**src/rtl/acd_pkg.sv**
```systemverilog
// Shared types, constants and AES helper functions for the AES-128 CTR byte decryptor.
// No dependencies; acd_front, acd_aes, acd_back and the top level import this package.
package acd_pkg;

	localparam int OFFSET_BITS_DEF = 32;
	localparam int MID_DEPTH       = 2;
	localparam int OUT_DEPTH       = 2;
	localparam int CFG_IDX_W       = 1;
	localparam int CFG_DATA_W      = 64;
	localparam int AES_ROUNDS      = 10;
	localparam int BLOCK_BYTES     = 16;

	localparam logic [CFG_IDX_W-1:0] REG_KEY_HIGH = 1'b0;
	localparam logic [CFG_IDX_W-1:0] REG_KEY_LOW  = 1'b1;

	localparam logic [7:0] RCON_FIRST = 8'h01;

	typedef enum logic {
		JOB_PREFETCH,
		JOB_RESTART
	} job_kind_t;

	typedef struct packed {
		logic [7:0]  data_byte;
		logic        is_encrypted;
		logic        restart;
		logic [63:0] iv_high;
		logic [63:0] iv_low;
		logic [31:0] start_offset;
		logic        region_end;
	} in_item_t;

	typedef struct packed {
		logic [7:0] plain_byte;
		logic       region_last;
	} out_item_t;

	// Classified request as it waits between front and back.
	typedef struct packed {
		logic [7:0]   data_byte;
		logic         enc;
		logic         restart;
		logic [127:0] ctr;
		logic [3:0]   pos;
		logic         region_end;
	} work_t;

	typedef struct packed {
		logic         start;
		logic         abort;
		logic [127:0] block;
	} aes_cmd_t;

	typedef struct packed {
		logic busy;
		logic done;
	} aes_stat_t;

	localparam logic [7:0] SBOX [256] = '{
		8'h63,8'h7c,8'h77,8'h7b,8'hf2,8'h6b,8'h6f,8'hc5,8'h30,8'h01,8'h67,8'h2b,8'hfe,8'hd7,8'hab,8'h76,
		8'hca,8'h82,8'hc9,8'h7d,8'hfa,8'h59,8'h47,8'hf0,8'had,8'hd4,8'ha2,8'haf,8'h9c,8'ha4,8'h72,8'hc0,
		8'hb7,8'hfd,8'h93,8'h26,8'h36,8'h3f,8'hf7,8'hcc,8'h34,8'ha5,8'he5,8'hf1,8'h71,8'hd8,8'h31,8'h15,
		8'h04,8'hc7,8'h23,8'hc3,8'h18,8'h96,8'h05,8'h9a,8'h07,8'h12,8'h80,8'he2,8'heb,8'h27,8'hb2,8'h75,
		8'h09,8'h83,8'h2c,8'h1a,8'h1b,8'h6e,8'h5a,8'ha0,8'h52,8'h3b,8'hd6,8'hb3,8'h29,8'he3,8'h2f,8'h84,
		8'h53,8'hd1,8'h00,8'hed,8'h20,8'hfc,8'hb1,8'h5b,8'h6a,8'hcb,8'hbe,8'h39,8'h4a,8'h4c,8'h58,8'hcf,
		8'hd0,8'hef,8'haa,8'hfb,8'h43,8'h4d,8'h33,8'h85,8'h45,8'hf9,8'h02,8'h7f,8'h50,8'h3c,8'h9f,8'ha8,
		8'h51,8'ha3,8'h40,8'h8f,8'h92,8'h9d,8'h38,8'hf5,8'hbc,8'hb6,8'hda,8'h21,8'h10,8'hff,8'hf3,8'hd2,
		8'hcd,8'h0c,8'h13,8'hec,8'h5f,8'h97,8'h44,8'h17,8'hc4,8'ha7,8'h7e,8'h3d,8'h64,8'h5d,8'h19,8'h73,
		8'h60,8'h81,8'h4f,8'hdc,8'h22,8'h2a,8'h90,8'h88,8'h46,8'hee,8'hb8,8'h14,8'hde,8'h5e,8'h0b,8'hdb,
		8'he0,8'h32,8'h3a,8'h0a,8'h49,8'h06,8'h24,8'h5c,8'hc2,8'hd3,8'hac,8'h62,8'h91,8'h95,8'he4,8'h79,
		8'he7,8'hc8,8'h37,8'h6d,8'h8d,8'hd5,8'h4e,8'ha9,8'h6c,8'h56,8'hf4,8'hea,8'h65,8'h7a,8'hae,8'h08,
		8'hba,8'h78,8'h25,8'h2e,8'h1c,8'ha6,8'hb4,8'hc6,8'he8,8'hdd,8'h74,8'h1f,8'h4b,8'hbd,8'h8b,8'h8a,
		8'h70,8'h3e,8'hb5,8'h66,8'h48,8'h03,8'hf6,8'h0e,8'h61,8'h35,8'h57,8'hb9,8'h86,8'hc1,8'h1d,8'h9e,
		8'he1,8'hf8,8'h98,8'h11,8'h69,8'hd9,8'h8e,8'h94,8'h9b,8'h1e,8'h87,8'he9,8'hce,8'h55,8'h28,8'hdf,
		8'h8c,8'ha1,8'h89,8'h0d,8'hbf,8'he6,8'h42,8'h68,8'h41,8'h99,8'h2d,8'h0f,8'hb0,8'h54,8'hbb,8'h16
	};

	function automatic logic [7:0] xtime(input logic [7:0] a);
		return {a[6:0], 1'b0} ^ (a[7] ? 8'h1b : 8'h00);
	endfunction

	// Byte i of a 128-bit block, byte 0 in the top bits.
	function automatic logic [7:0] get_byte(input logic [127:0] blk, input logic [3:0] i);
		return blk[8*(15-i) +: 8];
	endfunction

	// One step of the AES-128 key schedule.
	function automatic logic [127:0] key_step(input logic [127:0] rk, input logic [7:0] rcon);
		logic [31:0] w0, w1, w2, w3, tmp, n0, n1, n2, n3;
		{w0, w1, w2, w3} = rk;
		tmp = {SBOX[w3[23:16]] ^ rcon, SBOX[w3[15:8]], SBOX[w3[7:0]], SBOX[w3[31:24]]};
		n0 = w0 ^ tmp;
		n1 = w1 ^ n0;
		n2 = w2 ^ n1;
		n3 = w3 ^ n2;
		return {n0, n1, n2, n3};
	endfunction

	// SubBytes, ShiftRows and, except in the last round, MixColumns.
	function automatic logic [127:0] enc_round(input logic [127:0] st, input logic last);
		logic [7:0] s [16];
		logic [7:0] t [16];
		logic [7:0] a0, a1, a2, a3, all;
		logic [127:0] res;
		for (int i = 0; i < 16; i++) s[i] = st[8*(15-i) +: 8];
		for (int c = 0; c < 4; c++)
			for (int i = 0; i < 4; i++)
				t[c*4+i] = SBOX[s[((c+i)&3)*4+i]];
		if (!last) begin
			for (int c = 0; c < 4; c++) begin
				a0 = t[c*4];
				a1 = t[c*4+1];
				a2 = t[c*4+2];
				a3 = t[c*4+3];
				all = a0 ^ a1 ^ a2 ^ a3;
				t[c*4]   = a0 ^ all ^ xtime(a0 ^ a1);
				t[c*4+1] = a1 ^ all ^ xtime(a1 ^ a2);
				t[c*4+2] = a2 ^ all ^ xtime(a2 ^ a3);
				t[c*4+3] = a3 ^ all ^ xtime(a3 ^ a0);
			end
		end
		for (int i = 0; i < 16; i++) res[8*(15-i) +: 8] = t[i];
		return res;
	endfunction

endpackage

```
**src/rtl/acd_front.sv**
```systemverilog
// Front end: takes input requests, applies a restart's offset to the IV and
// hands a classified request to the middle queue. Depends on acd_pkg.
module acd_front #(
	parameter int OFFSET_BITS = acd_pkg::OFFSET_BITS_DEF
) (
	input  logic             push,
	input  acd_pkg::in_item_t item,
	input  logic             mid_full,
	output logic             full,
	output logic             mid_push,
	output acd_pkg::work_t   mid_item
);
	import acd_pkg::*;

	// Offset bits at or above OFFSET_BITS are ignored.
	localparam logic [31:0] OFF_MASK =
		(OFFSET_BITS >= 32) ? 32'hFFFF_FFFF : 32'((64'd1 << OFFSET_BITS) - 64'd1);

	logic [31:0] off;

	assign off      = item.start_offset & OFF_MASK;
	assign full     = mid_full;
	assign mid_push = push && !mid_full;

	always_comb begin
		mid_item            = '0;
		mid_item.data_byte  = item.data_byte;
		mid_item.enc        = item.is_encrypted;
		mid_item.restart    = item.restart;
		mid_item.region_end = item.region_end;
		mid_item.pos        = off[3:0];
		mid_item.ctr        = {item.iv_high, item.iv_low} + {100'd0, off[31:4]};
	end
endmodule

```
**config.mk**
```make
export PLATFORM = sky130hd
export DESIGN_NAME = acd_front
export DESIGN_NICKNAME = d
export VERILOG_FILES = /design/src/rtl/acd_pkg.sv /design/src/rtl/acd_front.sv
export SDC_FILE = /design/constraint.sdc
export NUM_CORES = 1
export LEC_CHECK = 0
export ABC_AREA = 1
export BUFFER_PORTS_ARGS = -buffer_cell sky130_fd_sc_hd__buf_2
export CORE_UTILIZATION = 30
export DETAILED_ROUTE_END_ITERATION = 10
export PLACE_DENSITY = 0.51
export SYNTH_ARGS = -nofsm -noshare
export SYNTH_HDL_FRONTEND = slang
export SYNTH_SLANG_ARGS = --single-unit
```
**constraint.sdc**
```tcl
create_clock -name vclk -period 2.23
set_input_delay 0.223 -clock vclk [all_inputs]
set_output_delay 0.223 -clock vclk [all_outputs]
set_load 0.005 [all_outputs]
```
# Word level (Yosys, flattened, before mapping)
# Index checks and enable logic that the tools add are counted.
# classes
addsub	1
reduce_logical	2
# ops
op	n
adder 128 x 28 -> 128 bit	1
logical AND 1 bit	1
logical NOT 1 bit	1
# word_totals
word_cells	3
reg_bits	0
out_inout_bits	145
input_bits	173

# Logic depth before layout (Yosys ltp)
# depth
depth_word	2
ltp_mapped	15
depth_no_buf	15

# Worst setup path after synthesis
# OpenSTA, ideal clock, no wires.
# synth_path
kind	input-to-output
from	input port item[5] in the netlist's numbering
to	output port mid_item[97] in the netlist's numbering
path_slack_ps	246
path_buffers	0
required_ps	2007
arrival_ps	1761
cell_stages	12
path_cell_list	ha_1 -> fa_1 -> nand3_1 -> nand3_2 -> nand2_1 -> nand3_1 -> nand2_1 -> nand2_1 -> nand2_1 -> nand2_2 -> nand2_1 -> xor2_1
# synth_lines
element	line_no	source
start: declaration	acd_front.sv:7	input acd_pkg::in_item_t item,
end: declaration	acd_front.sv:11	output acd_pkg::work_t mid_item

==> impl_metrics.csv <==
group,metric,value,unit
pwr,p_leak,6.03,nW
logic_synthesis,syn_nets,1671,
global_routing,grt-ovfl-total,0,
logic_synthesis,synthTopCellsByCount,"nand2_1 (591), inv_1 (226), nor2_1 (197)",
sta,slew_headroom,71.7,%
cells_and_area,nClkBuffers,0,
sta,timing.hold.ws,446,ps
cells_and_area,multi_input_area,7310,um^2
logic_synthesis,synth_area_leaders,"nand2_1 (32%), inv_1 (12%), nor2_1 (11%)",
place,place_congestion,1.09,
setup_path,start_kind,"primary input",
run,max_cap_viol_count,0,
sta,fmax,447,MHz
floorplan,rows,55,
global_routing,track_usage,33.2,%
floorplan,dieArea,23800,um^2
setup_path,end_kind,"output port",
cells_and_area,nFlopsAndLatches,0,
global_routing,grt_max_degree,8,
run_status,status,"finished with violations",
floorplan,ios,318,
routing,via_count,11200,
run_status,violations,"negative setup slack",
setup_path,crit_required,2010,ps
hold_path,hold_class,"primary input to output port",
pwr,power_density,194,nW/um^2
sta,period_needed,2240,ps
cells_and_area,nFillCells,2559,
hold_path,hold_end,"mid_item[135]",
floorplan,floorplan.core_area,22700,um^2
hold_path,min_from,"item[163]",
sta,period_share,100,%
pwr,power,0.00219,W
floorplan,die_h,154,um
setup_path,crit_chain,"buf_6 > ha_4 > fa_2 > nand3_4 > nand3_4 > nand2_4 > nand2_4 > nand2_4 > nand3_4 > nand2_4 > nand2_8 > a21oi_1 > nor2_1 > buf_2",
place,port_buffers,288,
cells_and_area,post-route-util,49.7,%
sta,rsz0062_at_grt,"yes",
pwr,peakVddDrop,0.107,mV
routing,wl_per_cell,19.1,um
setup_path,critical_path_class,"primary input to output port",
floorplan,start_util,30.7,%
place,placed_area,9840,um^2
global_routing,grt_pass1_vias,10300,
setup_path,cp_common_cell,"nand2_4",
routing,final_antenna_net_count,0,
place,dp_hpwl,36700,um
routing,via_per_inst,5.10,
logic_synthesis,synth_most_common_cell,"nand2_1",
routing,drtPass1Iterations,5,
logic_synthesis,avgSynthCellArea,4.74,um^2
logic_synthesis,synthCells,1469,
setup_path,critical_path_buf_inv_count,2,
cells_and_area,area_delta_synth_final,62.1,%
sta,hold_violations,0,
routing,drtIter0Drc,1097,
setup_path,cp.arrival,2010,ps
logic_synthesis,synth_top_area_cell,"nand2_1",
cells_and_area,design_area,11300,um^2
routing,drc,0,
setup_path,path_max_fanout,5,
sta,setup-violations-final,5,
cells_and_area,drive_gt1_share,40.1,%
logic_synthesis,syn_area,6970,um^2
cells_and_area,nets,2112,
hold_path,min_path_cells,0,
global_routing,grt_pass1_wl,59000,um
sta,setup_slack,-7.63,ps
setup_path,cp_slowest_cell,"fa_2",
logic_synthesis,synth_top_area_share,31.8,%
logic_synthesis,yosysSeqAreaShare,0,%
logic_synthesis,yosys_warnings,0,
setup_path,crit_path_max_incr_delay,360,ps
cells_and_area,area.sequential,0,um^2
logic_synthesis,yosysUniqueCellTypes,34,
sta,tns,-27.9,ps
sta,tightest_slew,421,ps
sta,drv_slew,0,
floorplan,die_w,154,um
setup_path,cp_top_family,"simple AND/OR/NAND/NOR gates",
global_routing,antenna_found_initial,2,
routing,wirelength,41800,um
metrics by stage:
step           cells  setup WS [ps]
6_report        2194          -7.63
4_1_cts         2185          -40.3
3_3_place_gp    2184           -290
2_1_floorplan   1469            246
5_1_grt         2194           -109
3_5_place_dp    2184           -316
cell usage in the layout, fill, tap and decap left out, drive strengths merged, types with 5 or more instances in the layout:
cell type  Yosys  final
nand3        107    107
and3           8      8
nor2         210    210
nand3b        18     18
xor2          56     56
inv          233    233
and2           6      6
ha            28     28
a21oi         29     29
nand4         69     69
xnor2          5      5
o21ai          8      8
nor3          51     51
nand2        606    606
buf           16    455
cells by family (layout without fill, tap and decap cells):
group	Yosys count	in the layout	share of synthesized area (%)
buffers and inverters	250	689	14.3
other	0	1	0
AOI/OAI and AO/OA	40	40	3.09
xor gates and xnor gates	61	61	7.67
adders and majority gates	29	29	5.32
and+or+nand+nor	1089	1089	69.6
power breakdown:
group / internal, W / switching (W) / total, W
registers: 0 / 0 / 0
clock network: 0.0000000000600 / 0 / 0.0000000000600
logic: 0.000941 / 0.00125 / 0.00219
timing repair:
item	CTS	global route
gates resized for setup	122	215
hold buffers	0	0
buffers inserted	1	8
setup endpoints to repair	111	110
pin swaps	14	62
metal layers:
layer / vias to the layer above / GRT usage, % / share of wire [%]
met5: - / 2.69 / 0.24
met4: 4 / 5.66 / 2.4
met3: 71 / 7.23 / 8.9
met2: 472 / 53.8 / 44
met1: 5169 / 45.0 / 44
li1: 5474 / - / -
cell type report:
cell class,instances,share of cell area [%]
repair buffers,455,24.3
diodes,1,0.0222
multi-input cells,1219,64.7
inverters,234,7.78
well taps,285,3.16
worst max-delay path by stage:
stage / slack, ps / start / end / depth (start not counted)
floorplan: 250 / item[5] / mid_item[97] / 12
global placement: -290 / item[5] / mid_item[117] / 14
detailed placement: -320 / item[5] / mid_item[117] / 14
CTS: -40 / item[41] / mid_item[70] / 13
global route: -110 / item[33] / mid_item[67] / 15
finish: -8 / item[33] / mid_item[75] / 14
(Power assumes the default switching activity.)
