<file path="src/rtl/acd_fifo.sv">
// Small synchronous queue used between front and back and in front of the result port.
// Depends on nothing; DEPTH must be a power of two, at least 2.
module acd_fifo #(
	parameter int WIDTH = 8,
	parameter int DEPTH = 2
) (
	input  logic             clk,
	input  logic             arst_n,
	input  logic             push,
	input  logic [WIDTH-1:0] wdata,
	output logic             full,
	input  logic             pop,
	output logic [WIDTH-1:0] rdata,
	output logic             empty
);
	localparam int PTR_W = $clog2(DEPTH);
	localparam int CNT_W = $clog2(DEPTH + 1);

	logic [WIDTH-1:0] mem_q [DEPTH];
	logic [PTR_W-1:0] wr_q, rd_q;
	logic [CNT_W-1:0] cnt_q;
	logic             push_ok, pop_ok;

	assign full    = (cnt_q == CNT_W'(DEPTH));
	assign empty   = (cnt_q == '0);
	assign push_ok = push && !full;
	assign pop_ok  = pop && !empty;
	assign rdata   = mem_q[rd_q];

	always_ff @(posedge clk or negedge arst_n) begin
		if (!arst_n) begin
			wr_q  <= '0;
			rd_q  <= '0;
			cnt_q <= '0;
		end else begin
			if (push_ok) wr_q <= wr_q + 1'b1;
			if (pop_ok) rd_q <= rd_q + 1'b1;
			if (push_ok && !pop_ok) cnt_q <= cnt_q + 1'b1;
			else if (pop_ok && !push_ok) cnt_q <= cnt_q - 1'b1;
		end
	end

	always_ff @(posedge clk) begin
		if (push_ok) mem_q[wr_q] <= wdata;
	end
endmodule

</file>
<file path="config.mk">
export PLATFORM = sky130hd
export DESIGN_NAME = acd_fifo
export DESIGN_NICKNAME = d
export VERILOG_FILES = /design/src/rtl/acd_fifo.sv
export SDC_FILE = /design/constraint.sdc
export NUM_CORES = 1
export LEC_CHECK = 0
export ABC_AREA = 1
export BUFFER_PORTS_ARGS = -buffer_cell sky130_fd_sc_hd__buf_4
export CELL_PAD_IN_SITES_DETAIL_PLACEMENT = 0
export CELL_PAD_IN_SITES_GLOBAL_PLACEMENT = 1
export CORE_MARGIN = 2
export CORE_UTILIZATION = 38
export CTS_CLUSTER_DIAMETER = 60
export DETAILED_ROUTE_END_ITERATION = 10
export GPL_TIMING_DRIVEN = 0
export PLACE_DENSITY_LB_ADDON = 0.08
export SYNTH_ARGS = -nofsm -noshare
export SYNTH_HDL_FRONTEND = slang
export SYNTH_SLANG_ARGS = --single-unit
export TNS_END_PERCENT = 20
</file>
<file path="constraint.sdc">
create_clock -name clk -period 1.9 [get_ports clk]
set_input_delay 0.19 -clock clk [delete_from_list [all_inputs] [get_ports clk]]
set_output_delay 0.19 -clock clk [all_outputs]
set_load 0.01 [all_outputs]
</file>
# --- Yosys cells after proc, flatten, opt, wreduce, memory -nomap -nowiden ---
# Memories as Yosys holds them, arrays and structs flattened.
# Index checks and enable logic that the tools add are counted.
word_totals:
  regBits: 4
  ramBits: 16
  input_bits: 12
  out_inout_bits: 10
  wordCells: 23
  n_memories: 1
mem_list:
  columns: ["memory", "depth", "width", "rd", "rd_clocked_by_memory_dff", "write_ports", "line", "text"]
  rows:
  - ["mem_q", 2, 8, 1, 0, 1, "19", "logic [WIDTH-1:0] mem_q [DEPTH];"]
op_classes:
  add_sub_neg: 4
  eq_ne: 1
  n_mux: 4
  reduce_logical: 10
op_table:
  columns: ["cell", "count"]
  rows:
  - ["$logic_and A1 B1 Y1", 4]
  - ["$logic_not A1 Y1", 4]
  - ["$mux W2", 2]
  - ["$add A1 B1 Y1 const B", 2]
  - ["$add A2 B1 Y2 const B", 1]
  - ["$eq A2 B2 Y1 const B", 1]
  - ["$logic_not A2 Y1", 1]
  - ["$mux W1", 2]
  - ["$reduce_bool A2 Y1", 1]
  - ["$sub A2 B1 Y2 const B", 1]

# --- Depth between registers and ports, before layout ---
# Gate-level depths: netlist of run 1.
logic_depth:
  ltp_word: 7
  depth_mapped: 9
  mapped_depth_nobuf: 9

# --- Worst setup path before layout of run 1 ---
# No wires, ideal clock.
synth_path:
  path_type: "register to register"
  from: "reg cnt_q[0]"
  to: "reg cnt_q[1]"
  setup_ns: 0.117
  t_arrival_ns: 1.212
  t_required_ns: 1.783
  setup_slack_ns: 0.571
  path_stages_with_launch: 8
  path_buffers: 0
  period_less_slack_ns: 1.329
  cell_sequence: "dfrtp_1 -> nor2_2 -> nor2_2 -> ha_1 -> inv_1 -> nand3_1 -> nand2_1 -> nand2_1"
synth_between:
  elab_chain_cells: 6
  elab_cells_between_ends: 15
  cone_classes: "2 x add/sub; 1 x eq/ne; 2 x mux; 10 x reduce/logical"
synth_lines:
  columns: ["element", "line", "text"]
  rows:
  - ["start, declared", "21", "logic [CNT_W-1:0] cnt_q;"]
  - ["start signal, assigned", "38", "if (push_ok && !pop_ok) cnt_q <= cnt_q + 1'b1;"]
  - ["start signal, assigned", "39", "else if (pop_ok && !push_ok) cnt_q <= cnt_q - 1'b1;"]
  - ["$eq A2 B2 Y1 *", "24", "assign full = (cnt_q == CNT_W'(DEPTH));"]
  - ["net full", "11", "output logic full,"]
  - ["$logic_not A1 Y1 *", "26", "assign push_ok = push && !full;"]
  - ["$logic_and A1 B1 Y1 *", "26", null]
  - ["net push_ok", "22", "logic push_ok, pop_ok;"]
  - ["$logic_not A1 Y1", "39", null]
  - ["$logic_and A1 B1 Y1", "39", null]
  - ["$reduce_bool A2 Y1 (no source line)", null, null]
# The timed path passes the listed nets; every way through them passes the cells marked *. The select of a mux whose other input is x is not followed.
# A chain may end at the register's enable or synchronous reset.

# --- Worst setup path after layout of run 1 ---
layout_path:
  from: "reg cnt_q[1]"
  to: "mem mem_q[1][7], enable pin"
layout_between:
  elab_chain_cells: 5
layout_lines:
  columns: ["element", "line", "text"]
  rows:
  - ["$eq A2 B2 Y1", "24", null]
  - ["$logic_not A1 Y1", "26", null]
  - ["$logic_and A1 B1 Y1", "26", null]
  - ["$mux W1", "44", "if (push_ok) mem_q[wr_q] <= wdata;"]
  - ["$mux W1 (not written as such)", "44", null]
  - ["end, declared", "19", null]
# Every way passes these cells.

==> results of run 1 <==
==> metrics by stage <==
stage | hold WS (ns) | area, um2 | setup slack (ns)
after global routing | 0.0611 | 1060 | 0.180
after CTS | 0.0600 | 1060 | 0.269
final | 0.0740 | 1060 | 0.319
after global placement | -0.00888 | 1000 | 0.312
after floorplan | -0.106 | 810 | 0.571
after detailed placement | -0.00808 | 1000 | 0.293
==> routing by layer <==
layer | share of wire [%] | GRT usage, %
met1 | 47 | 14.7
met2 | 48 | 20.8
met3 | 3.2 | 1.79
met4 | 1.5 | 8.33
met5 | 0 | 0
==> power by group <==
group          total, mW  switching, mW  internal [mW]  leakage [nW]
logic              0.618          0.353          0.265         0.273
clock network      0.337          0.124          0.213        0.0279
registers          0.663         0.0545          0.609         0.197
total               1.62          0.531           1.09         0.497
==> area by class of cell <==
class	instances	share of cell area, %
Timing Repair Buffer	22	15.8
Clock buffer	3	2.12
Multi-Input combinational cell	44	18.2
Buffer	1	0.471
Tap cell	27	3.18
Clock inverter	1	2.82
Inverter	8	2.82
Sequential cell	20	54.6
==> what timing repair did <==
item	4_1_cts	5_1_grt
endpoints found under the hold margin	4	0
endpoints found under the setup margin	0	0
hold buffers	1	0
==> kinds of logic after synthesis <==
family / synth area share (%)
adders and majority gates: 1.55
buffers and inverters: 4.33
AOI/OAI and AO/OA: 1.24
xor gates and xnor gates: 1.08
DFF: 71.7
and+or+nand+nor: 20.1
==> worst paths after layout <==
path / startpoint / to / slack (ns) / cells past startpoint
setup / recovery: cnt_q[1] / mem_q[1][7] / 0.32 / 3
hold / removal: wdata[0] / mem_q[0][0] / 0.07 / 1
setup reg to reg: cnt_q[1] / mem_q[1][7] / 0.32 / 3
hold reg to reg: wr_q / wr_q / 0.50 / 2
max in group asynchronous: arst_n / cnt_q[0] / 1.58 / 2
min in group asynchronous: arst_n / wr_q / 0.23 / 2
==> placed cells by master (no fill, tap or decap) <==
cell type,instances
sky130_fd_sc_hd__buf_2,1
sky130_fd_sc_hd__buf_4,21
sky130_fd_sc_hd__bufinv_16,1
sky130_fd_sc_hd__clkbuf_4,3
sky130_fd_sc_hd__dfrtp_1,4
sky130_fd_sc_hd__dlygate4sd3_1,1
sky130_fd_sc_hd__edfxtp_1,16
sky130_fd_sc_hd__ha_1,1
sky130_fd_sc_hd__inv_1,7
sky130_fd_sc_hd__inv_2,1
sky130_fd_sc_hd__nand2_1,33
sky130_fd_sc_hd__nand3_1,1
sky130_fd_sc_hd__nand3b_1,1
sky130_fd_sc_hd__nand4_1,1
sky130_fd_sc_hd__nor2_1,2
sky130_fd_sc_hd__nor2_2,2
sky130_fd_sc_hd__o21ai_0,2
sky130_fd_sc_hd__xnor2_1,1
==> sequential cells by signal (all words and copies together) (netlist names) <==
signal	flops
cnt_q	2
mem_q	16
wr_q	1
rd_q	1
==> summary by stage, run 1 <==
Outcome
The flow ran to the end, and the final reports show no timing, DRC or antenna violations.

Floorplan
The die boundary height is 50.2 um. The row count is 16. The total I/O pin count is 22. The total area inside the core boundary comes to 1980 um2. The die outline area is 2520 um2. From left edge to right edge, the die measures 50.2 um. For this configuration, the core starts out at a cell density of 40.8%.

Setup path
By startpoint and endpoint, the worst setup path is classified as reg -> reg. The endpoint arrival time on the critical path is 1.52 ns. The kind of cell with the highest combined delay along the critical path is simple AND/OR/NAND/NOR gates. The signal on the critical path passes through inv_1 -> o21ai_0 -> nor2_1. The number of buffers and inverters on the critical path is 1. The largest stage delay on the critical path is 0.56 ns. Of all nets on the critical path, the largest fanout is 8.

The critical path capture point type is a register. For the worst setup path, the data required time is 1.84 ns. The worst setup path is launched from a register. For this design, the slowest cell found on the critical path is sky130_fd_sc_hd__nor2_1.

Logic synthesis
After technology mapping, the gate count stands at 73. Yosys mapped the design onto 14 distinct sky130hd cell types. The post-synthesis sequential area ratio is 71.7%. Of all cell types, the one taking the most synthesized area is sky130_fd_sc_hd__edfxtp_1. The synthesized design devotes to its leading area cell type 59.4% of total area. After synthesis, the share of flip-flops with an asynchronous set or reset is 20.0%. Each instance of the synthesized netlist takes up on average 11.1 um2. Counting flops and latches in the post-synthesis netlist gives 20. By area the synthesized netlist is led by sky130_fd_sc_hd__edfxtp_1, sky130_fd_sc_hd__nand2_1, sky130_fd_sc_hd__dfrtp_1. The number of nets handed over by synthesis was 86. The count of flip-flops with a built-in enable after synthesis is 16. In the synthesized netlist, the cells that appear most often are sky130_fd_sc_hd__nand2_1, sky130_fd_sc_hd__edfxtp_1, sky130_fd_sc_hd__inv_1. In the synthesized netlist the dominant register cell turns out to be sky130_fd_sc_hd__edfxtp_1. The netlist area before placement is 810 um2. sky130_fd_sc_hd__nand2_1 is the most common cell in the netlist.

Yosys printed 0 warnings.

Layout
The post-layout utilization of the core is 53.7%. The number of standard cells in the final layout excluding fillers is 126. The count of nets after finishing is 113. The area growth from synthesis to final layout is 31.4%. The area of all sequential standard cells is 581 um2. Of the cells placed in the final design, the portion with a size suffix greater than 1 is 29.3%.

The count of inserted antenna diode cells is 0. The area of combinational cells with multiple inputs is 194 um2. The number of fill cells in the layout is 177.

Clocking
The number of clock buffers added by TritonCTS is 3. CTS built an H-tree with a depth of 1. Post-CTS timing repair inserted 0 buffers for setup. The CTS tree is built. The clock tree buffer depth is 2. The latest clock arrival within the worst-skew pair is 0.29 ns.

The cell at the root of the clock tree is sky130_fd_sc_hd__clkbuf_4. Clock-pin slew was measured on the worst setup and hold paths at 0.11 ns. The total of cells resized after clock tree synthesis is 0. CTS saw 20 sinks.

Timing
The fmax is 633 MHz. The max-slew violation count is 0. The post-route clock skew is 0.00188 ns.

The final-report setup violation count is 0. Setup repair after global routing left no endpoint under its margin. Adding up every negative setup slack in the final design gives 0 ns. The final worst-path cycle share is 83.2%.

The measured slew at the worst slew-check pin is 0.701 ns. The worst relative slew slack is 53.1%. Subtracting the final worst setup slack from the clock period gives 1.58 ns. The hold violation count in the final report is 0.

Placement
The half-perimeter wire length after detailed placement is 978 um. The global placer's final weighted congestion is 0.698. Input and output buffers added on the ports amount to 21. The post-placement cell count is 121.

Route
The post-detailed-routing wire length is 1360 um. The pre-antenna-repair detailed-routing pass consisted of 3 iterations. In this run, the number of DRC markers left after iteration 0 of detailed routing was 11. The routed via count divided by cell count is 4.44.

The remaining design rule violation count is 0. After detailed routing, the average wire length per cell comes to 10.8 um. The total via count in the routed design is 559. In this run the remaining antenna-violating nets after routing total 0.

Pwr
The completed layout was analyzed and its total power is 1.62 mW. The worst supply voltage drop on vdd is 0.876 mV. Dividing total power by cell area gives a power density of 1520 nW/um2. In this run the static leakage power is 0.497 nW.

GRT
The global-route wire length before repair is 2250 um. The pin count of the biggest net entering global routing is 13. The number of antenna violations at the first check in global routing was 0. The final global-route overflow total is 0. The total global routing track utilization is 12.4%. The via count of the first global-routing pass is 540.

Flow run
Max-cap violations in this run came to 0.

Min path
The type of the worst min-delay path is in -> reg.
Note: power is estimated with default switching activity, not from simulation.
==> run 2: changes to the inputs <==
--- a/config.mk
+++ b/config.mk
@@ -10,7 +10,7 @@
 export CELL_PAD_IN_SITES_DETAIL_PLACEMENT = 0
 export CELL_PAD_IN_SITES_GLOBAL_PLACEMENT = 1
 export CORE_MARGIN = 2
-export CORE_UTILIZATION = 38
+export CORE_UTILIZATION = 34
 export CTS_CLUSTER_DIAMETER = 60
 export DETAILED_ROUTE_END_ITERATION = 10
 export GPL_TIMING_DRIVEN = 0
==> constraint.sdc (replaced) <==
create_clock -name clk -period 1.35 [get_ports clk]
set_input_delay 0.135 -clock clk [delete_from_list [all_inputs] [get_ports clk]]
set_output_delay 0.135 -clock clk [all_outputs]
set_load 0.01 [all_outputs]
==> run 2 against run 1 <==
Compared with the run above: final area grew 4.8%; maximum frequency grew 20%; non-clock buffer count grew 5; clock power shrank 20%; combinational power grew 67%; sequential power grew 43%; wire length grew 4.5%; sequential cell count is the same; first-iteration DRC count shrank 36%; sequential share of layout area shrank 2.4 points; die area grew 11%; critical endpoint is now cnt_q[1]; largest cell class unchanged; highest routed layer unchanged.
==> summary by stage, run 2 (synthesis results as in run 1) <==
Layout
The final layout contains 118 nets. The largest registers in the layout are mem_q (16), cnt_q (2). Leaving out fill and tap cells, the most frequent cell in the layout is sky130_fd_sc_hd__nand2_1. The library cells used most frequently in the layout, excluding fill and tap cells, are sky130_fd_sc_hd__nand2_1, sky130_fd_sc_hd__buf_4, sky130_fd_sc_hd__edfxtp_1. More flip-flops sit in one register than any other, and that register is mem_q. The post-layout utilization of the core is 49.9%. The area growth from synthesis to final layout is 37.7%. The fraction of final layout cells with drive strength greater than 1 is 34.6%. The flip-flop count of the largest register, all copies and words added is 16.

The cell area after layout is 1110 um2. The repair_antennas step left the layout with diodes totalling 0.

Min path
The worst hold path startpoint is wdata[0]. The worst hold path cell count is 1. In this run the worst hold path is classified as in -> reg.

For hold timing, the worst endpoint is mem_q[0][0].

Placement
Detailed placement ended at an HPWL of 962 um. In this run the tool buffered the top-level ports with 21 buffer cells. The global placer's final weighted congestion is 0.736. In this run the cell area measured after placement is 1000 um2.

Route
The antenna violation net count after detailed routing is 0. The total via count in the routed design is 580. The post-detailed-routing wire length is 1420 um. The average wire length per cell after detail routing is 10.7 um.

The violation count after the first detailed-routing iteration is 7. Using the TritonRoute via totals, the vias-per-cell ratio works out to 4.39. In the routed design, unresolved DRC markers number 0. Before antenna repair, the detailed router went through 2 iterations.

Floorplan
The die boundary height is 52.8 um. In this run the standard cell core region covers 2230 um2. 22 I/O pins were placed. The starting density of the core is 36.2%. The floorplan step set the die width to 52.8 um.

The row count is 17. The floorplan step defined a die boundary enclosing 2790 um2.

Timing
Across the routed clock network, the largest skew measured is 0.000455 ns. The worst pin sits at a relative slew slack of 81.2%. The max-slew violation count is 0. At the pin with the least slew margin, the transition time is 0.280 ns. The clock period minus worst slack is 1.32 ns.

The hold violation count in the final report is 0. The fmax is 758 MHz. Setup violations remaining at the end of the flow were counted as 0. Setup repair after global routing could not meet its margin everywhere.

The final worst-path cycle share is 97.8%.

Setup path
Of all nets on the critical path, the largest fanout is 4. The critical path capture point type is a register. The largest stage delay on the critical path is 0.42 ns. STA classifies the critical path startpoint as a register. The endpoint arrival time on the critical path is 1.51 ns. The number of cells on the worst reg-to-reg path is 8. The setup check on the worst reg-to-reg path leaves a slack of 0.03 ns. The type of the worst setup path is reg -> reg.

Traced cell by cell, the critical path runs through inv_2 -> nor2_4 -> nor2_2 -> ha_1 -> inv_2 -> nand3_1 -> nand2_1 -> nand2_1. The reg-to-reg critical path endpoint is cnt_q[1]. The launch point of the worst reg-to-reg path is cnt_q[1].

STA puts the critical path data required time at 1.54 ns. The highest-delay cell along the critical path is sky130_fd_sc_hd__dfrtp_1.

Pwr
Registers are responsible for 42.2% of the overall power. The switching power of the nets is 0.813 mW. Of the total power, the share spent switching nets is 36.1%. Summed over all cells, the static leakage comes to 0.510 nW. The power density over the cells is 2020 nW/um2. The share of total power dissipated in the clock network is 12.1%. The portion of total power attributed to combinational logic is 45.7%. Internal power comes to 1.44 mW. The worst-case IR drop observed on VDD is 1.03 mV.

GRT
Summed over all layers, the global routing overflow is 0. The number of antenna violations at the first check in global routing is 0. The global-route wire length before repair is 2150 um. The via count of the first global-routing pass came to 506. In the global route stage, overall resource usage came out at 11.4%. Global routing consumed, on the met1 layer, 13.9% of the routing resources. The met2 routing resource usage after global routing is 19.2%. For met3 alone, demand over resource in global routing was 2.57%. Entering global routing, the biggest net connects 12 pins. The most congested layer reported by global routing is met2.

Clocking
The later pin in the worst-skew pair is clocked with a latency of 0.29 ns. The clock tree buffer depth is 2. The clock net in this run drives a total of 20 sinks. The cell at the root of the clock tree is sky130_fd_sc_hd__clkbuf_4. In this run the number of H-tree levels came out at 1. Clock tree synthesis inserted a total of 3 buffers.

Clock-pin slew was measured on the worst setup and hold paths at 0.10 ns. TritonCTS built the clock tree.

Outcome
The flow ran to the end, and the final reports show no timing, DRC or antenna violations.

Flow run
The max-capacitance violation count is 0.
## run 2: changes by cell type in the layout (fill, tap and decap cells not counted), moves of 2 or more
cell,previous run,this run
sky130_fd_sc_hd__o21ai_0,2,0
sky130_fd_sc_hd__o21ai_1,0,2
sky130_fd_sc_hd__buf_4,21,23
sky130_fd_sc_hd__nor2_4,0,2
sky130_fd_sc_hd__inv_1,7,4
sky130_fd_sc_hd__dlygate4sd3_1,1,3
sky130_fd_sc_hd__buf_6,0,2
## run 2: final cells by class
class                           count  area [um2]
Fill cell                         215        1120
Sequential cell                    20         582
Timing Repair Buffer               27         214
Multi-Input combinational cell     44         206
Inverter                            8        40.0
Tap cell                           28        35.0
Clock buffer                        3        22.5
Buffer                              1        11.3
Clock inverter                      1        3.75
## run 2: timing repair
action,4_1_cts,5_1_grt
buffers inserted,0,3
hold endpoints to repair,4,3
hold buffers,1,2
pin swaps,0,3
resized for setup,7,9
endpoints found under the setup margin,25,25
## run 2: stage by stage
stage / setup TNS (ns) / hold slack [ns] / std cells / setup WS, ns / power, mW
2_1_floorplan: 0 / -0.161 / 73 / 0.0206 / 1.45
3_3_place_gp: -2.90 / -0.0632 / 122 / -0.317 / 1.83
3_5_place_dp: -2.63 / -0.0641 / 122 / -0.299 / 1.84
4_1_cts: -0.00525 / 0.0131 / 127 / -0.00525 / 2.16
5_1_grt: -0.0719 / 0.00244 / 132 / -0.0513 / 2.44
6_report: 0 / 0.0225 / 132 / 0.0303 / 2.25
## run 2: power groups by stage
stage                     Combinational (mW)  Clock [mW]  Sequential, mW
final                                   1.03       0.271           0.950
after floorplan                        0.522           0           0.930
after global routing                    1.15       0.315           0.973
after CTS                              0.940       0.285           0.938
after global placement                 0.886           0           0.946
after detailed placement               0.896           0           0.946
## run 2: layer usage
layer	up-vias	share of wire [%]
met5	-	0
met4	0	1.6
met3	4	3.7
met2	11	52
met1	267	42
li1	298	-
## run 2: how the worst max path moves through the flow
| stage | depth (start not counted) | startpoint | slack, ns | endpoint |
|---|---|---|---|---|
| global route | 8 | cnt_q[1] | -0.05 | cnt_q[1] |
| CTS | 8 | cnt_q[1] | -0.005 | cnt_q[1] |
| detailed placement | 3 | cnt_q[1] | -0.30 | mem_q[1][1] |
| finish | 8 | cnt_q[1] | 0.03 | cnt_q[1] |
| global placement | 3 | cnt_q[1] | -0.32 | mem_q[1][1] |
| floorplan | 7 | cnt_q[0] | 0.02 | cnt_q[1] |
## run 2: worst max-delay path, delay by kind of cell (launching register included)
family / cells / cell delay [ns]
buf+inv: 2 / 0.15
flops: 1 / 0.42
fa+ha+maj: 1 / 0.31
simple gates: 5 / 0.34
