==> src/rtl/acd_pkg.sv <==
// Shared types, constants and AES helper functions for the AES-128 CTR byte decryptor.
// No dependencies; acd_front, acd_aes, acd_back and the top level import this package.
package acd_pkg;

	localparam int OFFSET_BITS_DEF = 32;
	localparam int MID_DEPTH       = 2;
	localparam int OUT_DEPTH       = 2;
	localparam int CFG_IDX_W       = 1;
	localparam int CFG_DATA_W      = 64;
	localparam int AES_ROUNDS      = 10;
	localparam int BLOCK_BYTES     = 16;

	localparam logic [CFG_IDX_W-1:0] REG_KEY_HIGH = 1'b0;
	localparam logic [CFG_IDX_W-1:0] REG_KEY_LOW  = 1'b1;

	localparam logic [7:0] RCON_FIRST = 8'h01;

	typedef enum logic {
		JOB_PREFETCH,
		JOB_RESTART
	} job_kind_t;

	typedef struct packed {
		logic [7:0]  data_byte;
		logic        is_encrypted;
		logic        restart;
		logic [63:0] iv_high;
		logic [63:0] iv_low;
		logic [31:0] start_offset;
		logic        region_end;
	} in_item_t;

	typedef struct packed {
		logic [7:0] plain_byte;
		logic       region_last;
	} out_item_t;

	// Classified request as it waits between front and back.
	typedef struct packed {
		logic [7:0]   data_byte;
		logic         enc;
		logic         restart;
		logic [127:0] ctr;
		logic [3:0]   pos;
		logic         region_end;
	} work_t;

	typedef struct packed {
		logic         start;
		logic         abort;
		logic [127:0] block;
	} aes_cmd_t;

	typedef struct packed {
		logic busy;
		logic done;
	} aes_stat_t;

	localparam logic [7:0] SBOX [256] = '{
		8'h63,8'h7c,8'h77,8'h7b,8'hf2,8'h6b,8'h6f,8'hc5,8'h30,8'h01,8'h67,8'h2b,8'hfe,8'hd7,8'hab,8'h76,
		8'hca,8'h82,8'hc9,8'h7d,8'hfa,8'h59,8'h47,8'hf0,8'had,8'hd4,8'ha2,8'haf,8'h9c,8'ha4,8'h72,8'hc0,
		8'hb7,8'hfd,8'h93,8'h26,8'h36,8'h3f,8'hf7,8'hcc,8'h34,8'ha5,8'he5,8'hf1,8'h71,8'hd8,8'h31,8'h15,
		8'h04,8'hc7,8'h23,8'hc3,8'h18,8'h96,8'h05,8'h9a,8'h07,8'h12,8'h80,8'he2,8'heb,8'h27,8'hb2,8'h75,
		8'h09,8'h83,8'h2c,8'h1a,8'h1b,8'h6e,8'h5a,8'ha0,8'h52,8'h3b,8'hd6,8'hb3,8'h29,8'he3,8'h2f,8'h84,
		8'h53,8'hd1,8'h00,8'hed,8'h20,8'hfc,8'hb1,8'h5b,8'h6a,8'hcb,8'hbe,8'h39,8'h4a,8'h4c,8'h58,8'hcf,
		8'hd0,8'hef,8'haa,8'hfb,8'h43,8'h4d,8'h33,8'h85,8'h45,8'hf9,8'h02,8'h7f,8'h50,8'h3c,8'h9f,8'ha8,
		8'h51,8'ha3,8'h40,8'h8f,8'h92,8'h9d,8'h38,8'hf5,8'hbc,8'hb6,8'hda,8'h21,8'h10,8'hff,8'hf3,8'hd2,
		8'hcd,8'h0c,8'h13,8'hec,8'h5f,8'h97,8'h44,8'h17,8'hc4,8'ha7,8'h7e,8'h3d,8'h64,8'h5d,8'h19,8'h73,
		8'h60,8'h81,8'h4f,8'hdc,8'h22,8'h2a,8'h90,8'h88,8'h46,8'hee,8'hb8,8'h14,8'hde,8'h5e,8'h0b,8'hdb,
		8'he0,8'h32,8'h3a,8'h0a,8'h49,8'h06,8'h24,8'h5c,8'hc2,8'hd3,8'hac,8'h62,8'h91,8'h95,8'he4,8'h79,
		8'he7,8'hc8,8'h37,8'h6d,8'h8d,8'hd5,8'h4e,8'ha9,8'h6c,8'h56,8'hf4,8'hea,8'h65,8'h7a,8'hae,8'h08,
		8'hba,8'h78,8'h25,8'h2e,8'h1c,8'ha6,8'hb4,8'hc6,8'he8,8'hdd,8'h74,8'h1f,8'h4b,8'hbd,8'h8b,8'h8a,
		8'h70,8'h3e,8'hb5,8'h66,8'h48,8'h03,8'hf6,8'h0e,8'h61,8'h35,8'h57,8'hb9,8'h86,8'hc1,8'h1d,8'h9e,
		8'he1,8'hf8,8'h98,8'h11,8'h69,8'hd9,8'h8e,8'h94,8'h9b,8'h1e,8'h87,8'he9,8'hce,8'h55,8'h28,8'hdf,
		8'h8c,8'ha1,8'h89,8'h0d,8'hbf,8'he6,8'h42,8'h68,8'h41,8'h99,8'h2d,8'h0f,8'hb0,8'h54,8'hbb,8'h16
	};

	function automatic logic [7:0] xtime(input logic [7:0] a);
		return {a[6:0], 1'b0} ^ (a[7] ? 8'h1b : 8'h00);
	endfunction

	// Byte i of a 128-bit block, byte 0 in the top bits.
	function automatic logic [7:0] get_byte(input logic [127:0] blk, input logic [3:0] i);
		return blk[8*(15-i) +: 8];
	endfunction

	// One step of the AES-128 key schedule.
	function automatic logic [127:0] key_step(input logic [127:0] rk, input logic [7:0] rcon);
		logic [31:0] w0, w1, w2, w3, tmp, n0, n1, n2, n3;
		{w0, w1, w2, w3} = rk;
		tmp = {SBOX[w3[23:16]] ^ rcon, SBOX[w3[15:8]], SBOX[w3[7:0]], SBOX[w3[31:24]]};
		n0 = w0 ^ tmp;
		n1 = w1 ^ n0;
		n2 = w2 ^ n1;
		n3 = w3 ^ n2;
		return {n0, n1, n2, n3};
	endfunction

	// SubBytes, ShiftRows and, except in the last round, MixColumns.
	function automatic logic [127:0] enc_round(input logic [127:0] st, input logic last);
		logic [7:0] s [16];
		logic [7:0] t [16];
		logic [7:0] a0, a1, a2, a3, all;
		logic [127:0] res;
		for (int i = 0; i < 16; i++) s[i] = st[8*(15-i) +: 8];
		for (int c = 0; c < 4; c++)
			for (int i = 0; i < 4; i++)
				t[c*4+i] = SBOX[s[((c+i)&3)*4+i]];
		if (!last) begin
			for (int c = 0; c < 4; c++) begin
				a0 = t[c*4];
				a1 = t[c*4+1];
				a2 = t[c*4+2];
				a3 = t[c*4+3];
				all = a0 ^ a1 ^ a2 ^ a3;
				t[c*4]   = a0 ^ all ^ xtime(a0 ^ a1);
				t[c*4+1] = a1 ^ all ^ xtime(a1 ^ a2);
				t[c*4+2] = a2 ^ all ^ xtime(a2 ^ a3);
				t[c*4+3] = a3 ^ all ^ xtime(a3 ^ a0);
			end
		end
		for (int i = 0; i < 16; i++) res[8*(15-i) +: 8] = t[i];
		return res;
	endfunction

endpackage

==> src/rtl/acd_back.sv <==
// Back end: holds counter, keystream and block position, steers the AES unit
// for restarts and next-block prefetch, and emits result bytes. Depends on acd_pkg.
module acd_back (
	input  logic               clk,
	input  logic               arst_n,
	input  logic               flush,
	input  acd_pkg::work_t     head,
	input  logic               mid_empty,
	output logic               mid_pop,
	input  logic               out_full,
	output logic               out_push,
	output acd_pkg::out_item_t out_item,
	output acd_pkg::aes_cmd_t  aes_cmd,
	input  acd_pkg::aes_stat_t aes_st,
	input  logic [127:0]       aes_result
);
	import acd_pkg::*;

	logic [127:0] ctr_q, ks_q, pf_ks_q, rs_ks_q;
	logic [4:0]   pos_q;
	logic         pf_valid_q, rs_ready_q;
	job_kind_t    kind_q;

	logic [127:0] ctr_inc, ctr_use, ks_use;
	logic [3:0]   p;
	logic [4:0]   pos_next;
	logic         hv, consume, start_rs, start_pf, rs_running;

	assign hv         = !mid_empty;
	assign ctr_inc    = ctr_q + 128'd1;
	assign rs_running = (aes_st.busy || aes_st.done) && (kind_q == JOB_RESTART);

	always_comb begin
		consume  = 1'b0;
		ctr_use  = ctr_q;
		ks_use   = ks_q;
		p        = pos_q[3:0];
		pos_next = pos_q;
		if (hv && !out_full) begin
			if (head.restart) begin
				consume = rs_ready_q;
				ctr_use = head.ctr;
				ks_use  = rs_ks_q;
				p       = head.pos;
			end else if (head.enc && pos_q[4]) begin
				// Block used up: switch to the prefetched next block.
				consume = pf_valid_q;
				ctr_use = ctr_inc;
				ks_use  = pf_ks_q;
				p       = '0;
			end else begin
				consume = 1'b1;
			end
		end
		if (head.enc) pos_next = {1'b0, p} + 5'd1;
		else if (head.restart) pos_next = {1'b0, p};

		// The counter only moves on a restart or a block crossing; neither can coincide
		// with a prefetch start, so the prefetch runs while ordinary bytes stream.
		start_rs = !flush && hv && head.restart && !rs_ready_q && !rs_running;
		start_pf = !flush && !pf_valid_q && !aes_st.busy && !aes_st.done && !start_rs
			&& !(hv && head.restart);

		aes_cmd.start = start_rs || start_pf;
		aes_cmd.abort = flush;
		aes_cmd.block = start_rs ? head.ctr : ctr_inc;

		out_item.plain_byte  = head.enc ? (head.data_byte ^ get_byte(ks_use, p))
			: head.data_byte;
		out_item.region_last = head.region_end;
	end

	assign mid_pop  = consume;
	assign out_push = consume;

	always_ff @(posedge clk or negedge arst_n) begin
		if (!arst_n) begin
			ctr_q      <= '0;
			ks_q       <= '0;
			pos_q      <= 5'(BLOCK_BYTES);
			pf_valid_q <= 1'b0;
			rs_ready_q <= 1'b0;
			kind_q     <= JOB_PREFETCH;
		end else begin
			if (aes_cmd.start) kind_q <= start_rs ? JOB_RESTART : JOB_PREFETCH;
			if (consume) begin
				ctr_q <= ctr_use;
				ks_q  <= ks_use;
				pos_q <= pos_next;
			end
			if (flush) begin
				pf_valid_q <= 1'b0;
				rs_ready_q <= 1'b0;
			end else begin
				if (consume && (head.restart || (head.enc && pos_q[4]))) pf_valid_q <= 1'b0;
				else if (aes_st.done && kind_q == JOB_PREFETCH) pf_valid_q <= 1'b1;
				if (consume && head.restart) rs_ready_q <= 1'b0;
				else if (aes_st.done && kind_q == JOB_RESTART) rs_ready_q <= 1'b1;
			end
		end
	end

	always_ff @(posedge clk) begin
		if (aes_st.done && kind_q == JOB_PREFETCH) pf_ks_q <= aes_result;
		if (aes_st.done && kind_q == JOB_RESTART) rs_ks_q <= aes_result;
	end
endmodule

==> config.mk <==
export PLATFORM = sky130hd
export DESIGN_NAME = acd_back
export DESIGN_NICKNAME = d
export VERILOG_FILES = /design/src/rtl/acd_pkg.sv /design/src/rtl/acd_back.sv
export SDC_FILE = /design/constraint.sdc
export NUM_CORES = 1
export LEC_CHECK = 0
export ABC_AREA = 1
export ABC_CLOCK_PERIOD_IN_PS = 7350
export BUFFER_PORTS_ARGS = -buffer_cell sky130_fd_sc_hd__buf_2
export CAP_MARGIN = 20
export CORE_MARGIN = 3
export CORE_UTILIZATION = 50
export DETAILED_ROUTE_END_ITERATION = 16
export PLACE_DENSITY_LB_ADDON = 0.25
export REMOVE_ABC_BUFFERS = 1
export SLEW_MARGIN = 20
export SYNTH_ARGS = -nofsm -noshare
export SYNTH_HDL_FRONTEND = slang
export SYNTH_SLANG_ARGS = --single-unit
==> constraint.sdc <==
create_clock -name clk -period 7.35 [get_ports clk]
set_clock_uncertainty 0.15 [all_clocks]
set_input_delay 1.1025 -clock clk [delete_from_list [all_inputs] [get_ports clk]]
set_output_delay 1.1025 -clock clk [all_outputs]
set_load 0.01 [all_outputs]
Word-level counts from Yosys, hierarchy flattened. Cells that the tools add are included. Widths: inputs -> output; s select.

Bits in registers: 520. Input bits: 278. Output and inout bits: 141. Logic and storage cells: 72.

Add/sub/neg operators: 3. Shifts and indexed selects: 1. Mux-type cells: 22. Bitwise operators: 2. Reduce and logical (&&, ||, !) cells: 36.

Operators by type and width (count): $mux 128 (6); $add 128x1->128 const B (1); $shiftx 128x33->8 (1); $logic_and 1x1->1 (17); $mux 4 (3); $logic_not 1->1 (10); $mux 1 (10); $mux 5 (2); $mux 8 (1); $xor 8x8->8 (1); $reduce_bool 3->1 (2); $add 4x1->5 const B (1); $sub 4x4->5 const A (1); $reduce_bool 2->1 (2); $logic_or 1x1->1 (3); $reduce_and 3->1 (1); $reduce_and 2->1 (1); $not 1->1 (1).

Depth between registers and ports, before layout. Gate-level depths: netlist of the first run.

Word-level depth: 9. Depth in mapped cells: 15. Mapped depth without buffers: 13.

Worst setup path after synthesis of the first run. OpenSTA, ideal clock, no wires.

Kind: input to register. Start point: input port aes_st[0] in the netlist's numbering. End point: register pf_ks_q[0], enable pin. Library setup time: 622 ps. Arrival: 6527 ps. Required time: 6578 ps. Slack: 51 ps. Stages on the path: 2. Buffers on the path: 0. Cell sequence: inv_1 nor2_1.

Cells in the longest elaborated chain, start to end: 1.

RTL lines: start, declared (line acd_back.sv:14) `input acd_pkg::aes_stat_t aes_st,`; $logic_and 1x1->1 (line acd_back.sv:104) `if (aes_st.done && kind_q == JOB_PREFETCH) pf_ks_q <= aes_result;`; end signal, assigned (line acd_back.sv:104); end, declared (line acd_back.sv:19) `logic [127:0] ctr_q, ks_q, pf_ks_q, rs_ks_q;`.

Every way passes these cells. A chain may end at the register's enable or synchronous reset.

==> results of run 1 <==
-- layout make-up --
cell class | instances | share of cell area [%]
sequential | 520 | 41.99
multi-input combinational | 2980 | 39.45
inverter | 290 | 3.242
clock inverter | 28 | 0.9814
timing repair buffer | 443 | 6.877
clock buffer | 78 | 4.628
tap | 765 | 2.812
antenna | 2 | 0.01470
-- kinds of logic (layout without fill, tap and decap cells) --
kind of cell | count (synthesis) | after routing | synth area share (%)
AO/OA/AOI/OAI | 559 | 559 | 10.37
buffers and inverters | 493 | 839 | 6.767
flip-flops | 520 | 520 | 48.17
AND/OR/NAND/NOR | 2359 | 2359 | 32.84
adder cells (fa/ha/maj) | 2 | 2 | 0.08431
other | 0 | 2 | 0
XOR/XNOR | 60 | 60 | 1.771
-- registers in the layout (all words and copies together), names as in the netlist --
name        count
kind_q          1
ctr_q         128
pf_valid_q      1
pf_ks_q       128
rs_ready_q      1
ks_q          128
rs_ks_q       128
pos_q           5
-- how the worst max path moves through the flow --
stage | startpoint | end | slack [ns]
final | head[133] | out_item[7] | 1.23
after global routing | head[133] | out_item[7] | 0.94
after CTS | head[133] | out_item[7] | 1.30
after detailed placement | head[133] | out_item[7] | 1.31
after global placement | head[133] | out_item[7] | 1.35
after floorplan | head[133] | ctr_q[11]$_DFFE_PN0P_ | -4.09
-- Yosys cell counts (2+ instances only) --
cell	count	share of area, %
nand2_1	1461	18
nor2_1	449	5.7
o21ai_0	306	5.2
inv_1	279	3.5
dfrtp_1	263	22
edfxtp_1	256	26
nand3_1	249	4.2
a31oi_1	115	2.4
clkbuf_1	90	1.1
buf_2	72	1.2
nor3_1	69	1.2
nand4_1	62	1.3
xor2_1	57	1.7
o22ai_1	41	0.86
a21oi_1	40	0.67
o21ai_1	32	0.54
buf_1	25	0.32
nor2_2	24	0.51
o211ai_1	15	0.38
buf_4	14	0.35
inv_2	9	0.11
nor2_4	9	0.34
nand2_2	8	0.17
nand3b_1	7	0.18
nor3_2	5	0.17
nand3_4	3	0.18
o21a_1	3	0.076
xnor2_1	3	0.089
and2_1	2	0.042
buf_6	2	0.076
clkinv_1	2	0.025
ha_1	2	0.084
nand2_4	2	0.076
nand3_2	2	0.067
nor2_8	2	0.13
-- per-stage QoR --
step / setup WS, ns / utilization (%) / hold WS (ns)
CTS: 1.301 / 58.43 / 0.3323
floorplan: -4.088 / - / 0.2979
global placement: 1.346 / 55.15 / 0.3118
detailed placement: 1.310 / 55.16 / 0.3153
finish: 1.226 / 58.44 / 0.3335
global route: 0.9360 / 58.44 / 0.3499
-- power breakdown --
part	internal, µW	leakage [µW]	switching (µW)
Combinational	875	0.00888	1790
Sequential	3680	0.00560	399
Clock	1680	0.000918	1250
-- worst register-to-register path, delay by kind of cell (launching register included) --
kind / cells / cell delay (ns)
AOI/OAI and AO/OA: 3 / 0.52
buffers and inverters: 3 / 2.05
DFF: 1 / 0.37
and+or+nand+nor: 4 / 0.86
-- per-layer routing --
metal	track usage (%)	vias up
met1	41.69	13140
li1	-	13710
met4	14.87	2
met5	0	-
met2	53.78	1250
met3	5.023	225
==> results.ini, run 1 <==
[clock_network]
htree_levels = 2
cts_buffers = 56
cts_buffer_depth = 3
clock_latency_ns = 0.63
clock_sinks = 520
clkTransAtPathRegs_ns = 0.06
cts_resized = 0
cts_tree = done
root_buffer = clkbuf_16
ctsHoldBuffers = 0
post-cts-setup-buffer-count = 0

[layout]
fin_cells = 5106
area_growth_pct = 14.71
multi_input_area_um2 = 13430
final_common_cell = nand2_1
final_cell_mix = 1,457 x nand2_1, 448 x nor2_1, 414 x buf_2, 306 x o21ai_0, 277 x inv_1
nets = 4571
drive_gt1_share_pct = 14.08
regArea_um2 = 14300
final_cell_area_um2 = 34040
nFillCells = 5466

[logic_synthesis]
syn_area_per_cell_um2 = 7.432
ys_warn_count = 0
synth_edf_count = 256
async_flop_share_pct = 50.77
synth_cells = 3993
synth_cell_types = 48
ys.flop_type = dfrtp_1
syn_area_um2 = 29670
ys_seq_elements = 520
seq_area_frac_synth_pct = 48.17

[critical_path]
crit_fanout = 99
r2r-start = pos_q[4]$_DFFE_PN1P_
path_buf_inv = 5
critPathCaptureType = output port
cp_slowest_cell = buf_4
arrival_ns = 4.87
ff2ff_setup_slack_ns = 3.26
cp_top_family = buffers and inverters
cpMostUsedCell = nand2_1
crit_chain = clkbuf_8 > inv_8 > nand2_2 > nand2_8 > buf_4 > inv_2 > o21ai_0 > nand2_1 > nand2_1 > nand2_1 > nand3_1 > nand3_1 > nand3_1 > nand2_1 > nand2_1 > buf_2
timing.rr.end = ctr_q[44]$_DFFE_PN0P_
max_stage_delay_ns = 0.80
reg2reg_depth = 10
critPathRequiredTime_ns = 6.10
worstSetupPathType = input port to output port
path_depth = 16
critPathLaunchType = input port

[hold_path]
holdCritPathClass = register to register
min_from = ks_q[0]$_DFFE_PN0P_
hold_end = ks_q[0]$_DFFE_PN0P_
hold_depth = 2

[routing]
drt_wl_total_um = 103600
top_layer_used = met5
drtAntennaViolNets = 0
wl_met3_um = 8459
post_drt_wl_per_cell_um = 20.28
wl_met2_um = 49150
first_iter_violations = 2889
route.layer.met1.wl_um = 40590
vias = 28330
vias_per_cell = 5.548
first_pass_iters = 8
drc = 0

[power_and_ir_drop]
power.static_leakage_uw = 0.01541
irDropWorstVdd_v = 0.0002475
power.total_uw = 9673
powerDensity_nw_per_um2 = 284.2

[placed_design]
place_hpwl_um = 74860
place_congestion = 1.041
place_area_um2 = 32130
portBuffers = 416
dp.cells = 4998

[floorplanning]
die_area_um2 = 62310
boundaryPins = 419
die_w_um = 249.6
coreArea_um2 = 58250
fp.dieH_um = 249.6
fp-row-count = 88
initial_core_util_pct = 50.95

[global_routing]
first_global_vias = 26420
grt_util_all_layers_pct = 32.32
grt_pass1_wl_um = 156300
grt_antenna_before_repair = 3
grt_max_degree = 194
overflow = 0

[sta]
max-slew-margin-rel_pct = 15.36
worst_pin_slew_ns = 1.270
fin_crit_sh_pct = 83.32
max_freq_mhz = 163.3
setup_viol = 0
final-hold-violation-count = 0
fin_crit_ns = 6.124
rsz0062_at_grt = no
setup_tns_ns = 0
drv_slew = 0

[flow_run]
maxCapViolCount = 0

[outcome]
status = completed

Power figures use the tool's default switching activity.
==> run 2, diff against run 1 <==
ABC_CLOCK_PERIOD_IN_PS = 5610   (was 7350)
clock period = 5.61 ns   (was 7.35 ns; I/O delays follow)
==> run 2 against run 1 <==
  * Die area unchanged
  * Via count grew 0.47%
  * Register-to-register slack got worse by 1.3 ns
  * Cell count increased by 0.14%
  * Critical endpoint is now aes_cmd[100]
  * Global-route usage is 0.075 points higher
  * Count of clock-buffer cells in the layout decreased by 8
  * Highest routed layer unchanged
  * Power increased by 32%
==> results.ini, run 2 (synthesized netlist as in run 1, its figures left out) <==
[critical_path]
max_stage_delay_ns = 0.56  ; was 0.80 ns
critPathCaptureType = output port  ; unchanged
critPathLaunchType = register  ; was input port
cp_slowest_cell = nor2_1  ; was buf_4
crit_fanout = 4  ; was 99
worstSetupPathType = register to output port  ; was input port to output port
arrival_ns = 3.77  ; was 4.87 ns
critPathRequiredTime_ns = 4.62  ; was 6.10 ns
crit_chain = nand2_1 > nor2_1 > nand2_1 > nor2_1 > nand2_1 > nor2_1 > nand3_1 > a31oi_1 > buf_2  ; was clkbuf_8 > inv_8 > nand2_2 > nand2_8 > buf_4 > inv_2 > o21ai_0 > nand2_1 > nand2_1 > nand2_1 > nand3_1 > nand3_1 > nand3_1 > nand2_1 > nand2_1 > buf_2

[floorplanning]
die_w_um = 249.6  ; unchanged
coreArea_um2 = 58250  ; unchanged
fp-row-count = 88  ; unchanged
initial_core_util_pct = 50.95  ; unchanged
fp.dieH_um = 249.6  ; unchanged
boundaryPins = 419  ; unchanged
die_area_um2 = 62310  ; unchanged

[layout]
final_cell_mix = 1,457 x nand2_1, 448 x nor2_1, 414 x buf_2, 306 x o21ai_0, 277 x inv_1  ; unchanged
area_growth_pct = 15.21  ; was 14.71%
final_common_cell = nand2_1  ; unchanged
nets = 4580  ; was 4,571
n_antenna_cell = 0  ; was 2
nFillCells = 5433  ; was 5,466
drive_gt1_share_pct = 14.12  ; was 14.08%

[sta]
worst_pin_slew_ns = 1.299  ; was 1.270 ns
finalHoldWorstSlack_ns = 0.03550  ; was 0.3335 ns
fin_crit_sh_pct = 84.90
rsz0062_at_grt = no  ; unchanged
fin_crit_ns = 4.763
max_freq_mhz = 210.0
setup_viol = 0  ; unchanged
max-slew-margin-rel_pct = 13.37  ; was 15.36%
final-hold-violation-count = 0  ; unchanged
postLayoutSetupSlackWorst_ns = 0.8474  ; was 1.226 ns
drv_slew = 0  ; unchanged

[flow_run]
maxCapViolCount = 0  ; unchanged

[global_routing]
grt_util_all_layers_pct = 32.39  ; was 32.32%
grtUsageMet3_pct = 4.544  ; was 5.023%
grt_use_met1_pct = 42.36  ; was 41.69%
top_usage_layer = met2  ; unchanged
first_global_vias = 26520  ; was 26.42k
grtUsageMet2_pct = 53.42  ; was 53.78%
grt_max_degree = 175  ; was 194
grt_pass1_wl_um = 156500  ; was 156,300 µm
grt_antenna_before_repair = 1  ; was 3
overflow = 0  ; unchanged

[clock_network]
clkTransAtPathRegs_ns = 0.06  ; about the same
post-cts-setup-buffer-count = 0  ; unchanged
cts_buffer_depth = 3  ; unchanged
clock_sinks = 520  ; unchanged
clock_latency_ns = 0.65  ; was 0.63 ns
htree_levels = 2  ; unchanged
cts_resized = 0  ; unchanged
cts_tree = done  ; unchanged
root_buffer = clkbuf_16  ; unchanged
cts_buffers = 56  ; unchanged
ctsHoldBuffers = 0  ; unchanged

[routing]
drt_wl_total_um = 103300  ; was 103,600 µm
drc = 0  ; unchanged
post_drt_wl_per_cell_um = 20.21  ; was 20.28 µm
vias = 28460  ; was 28.33k
drtAntennaViolNets = 0  ; unchanged
vias_per_cell = 5.567  ; was 5.548
first_pass_iters = 9  ; was 8
first_iter_violations = 2885  ; was 2,889

[placed_design]
place_congestion = 1.020  ; was 1.041
portBuffers = 416  ; unchanged
place_hpwl_um = 75970  ; was 74,860 µm
pre_cts_ws_ns = 1.045  ; was 1.310 ns

[power_and_ir_drop]
power.static_leakage_uw = 0.01549  ; was 0.01541 µW
irDropWorstVdd_v = 0.0003143  ; was 0.0002475 V
powerDensity_nw_per_um2 = 374.0  ; was 284.2 nW/µm²

[outcome]
status = completed  ; unchanged

[hold_path]
holdCritPathClass = input port to asynchronous set/reset pin  ; was register to register

[run 2: cell types whose count changed in the layout (fill, tap and decap cells not counted)]
cell	delta
buf_12	+2
buf_4	+7
bufinv_16	+5
clkbuf_1	-3
clkbuf_8	-5
clkinv_1	+9
clkinv_2	-2
clkinv_4	-1
clkinvlp_4	-2
diode_2	-2
inv_6	-1
[run 2: cell type report]
| cell class | instances | area (µm²) | share of cell area, % |
|---|---|---|---|
| flip-flops and latches | 520 | 14300 | 41.81 |
| multi-input cells | 2980 | 13430 | 39.28 |
| repair buffers | 452 | 2434 | 7.118 |
| clock buffers | 70 | 1495 | 4.373 |
| inverters | 290 | 1102 | 3.224 |
| well taps | 765 | 957.2 | 2.800 |
| clock inverters | 36 | 476.7 | 1.394 |
[run 2: path summary, 6_finish.rpt]
| path | cells after the start | from | endpoint | slack (ns) |
|---|---|---|---|---|
| setup / recovery | 9 | ctr_q[33]$_DFFE_PN0P_ | aes_cmd[100] | 0.85 |
| hold / removal | 1 | arst_n | ctr_q[67]$_DFFE_PN0P_ | 0.04 |
| setup reg to reg | 9 | pos_q[4]$_DFFE_PN1P_ | ks_q[101]$_DFFE_PN0P_ | 1.96 |
| hold reg to reg | 2 | ks_q[94]$_DFFE_PN0P_ | ks_q[94]$_DFFE_PN0P_ | 0.33 |
| max in group asynchronous | 2 | arst_n | ks_q[41]$_DFFE_PN0P_ | 4.02 |
| min in group clk | 1 | aes_result[54] | rs_ks_q[54]$_DFFE_PP_ | 0.24 |
[run 2: worst max-delay path, delay by kind of cell (launching register included)]
| family | cells | cell delay (ns) |
|---|---|---|
| compound gates | 1 | 0.27 |
| buf+inv | 1 | 0.17 |
| flops | 1 | 0.45 |
| simple gates | 7 | 2.24 |
[run 2: through the flow]
stage	std cells	setup TNS [ns]	utilization (%)	cell area, µm²	total power, µW
final	5113	0	58.70	34190	12790
after global routing	5113	0	58.70	34190	13490
after CTS	5113	0	58.70	34190	12800
after detailed placement	5007	0	55.31	32220	8850
after global placement	5007	0	55.31	32220	8792
after floorplan	3790	-1491.24	-	28760	7502
[run 2: routing by layer]
metal	wire [µm]	up-vias	share of wire [%]
met1	40930	13210	40
li1	-	13710	-
met2	48620	1320	47
met5	13	-	0.013
met3	8182	219	7.9
met4	5569	2	5.4
[run 2: power by group]
part           internal [µW]  switching [µW]
Combinational           1160            2340
Sequential              4810             520
Clock                   2360            1600
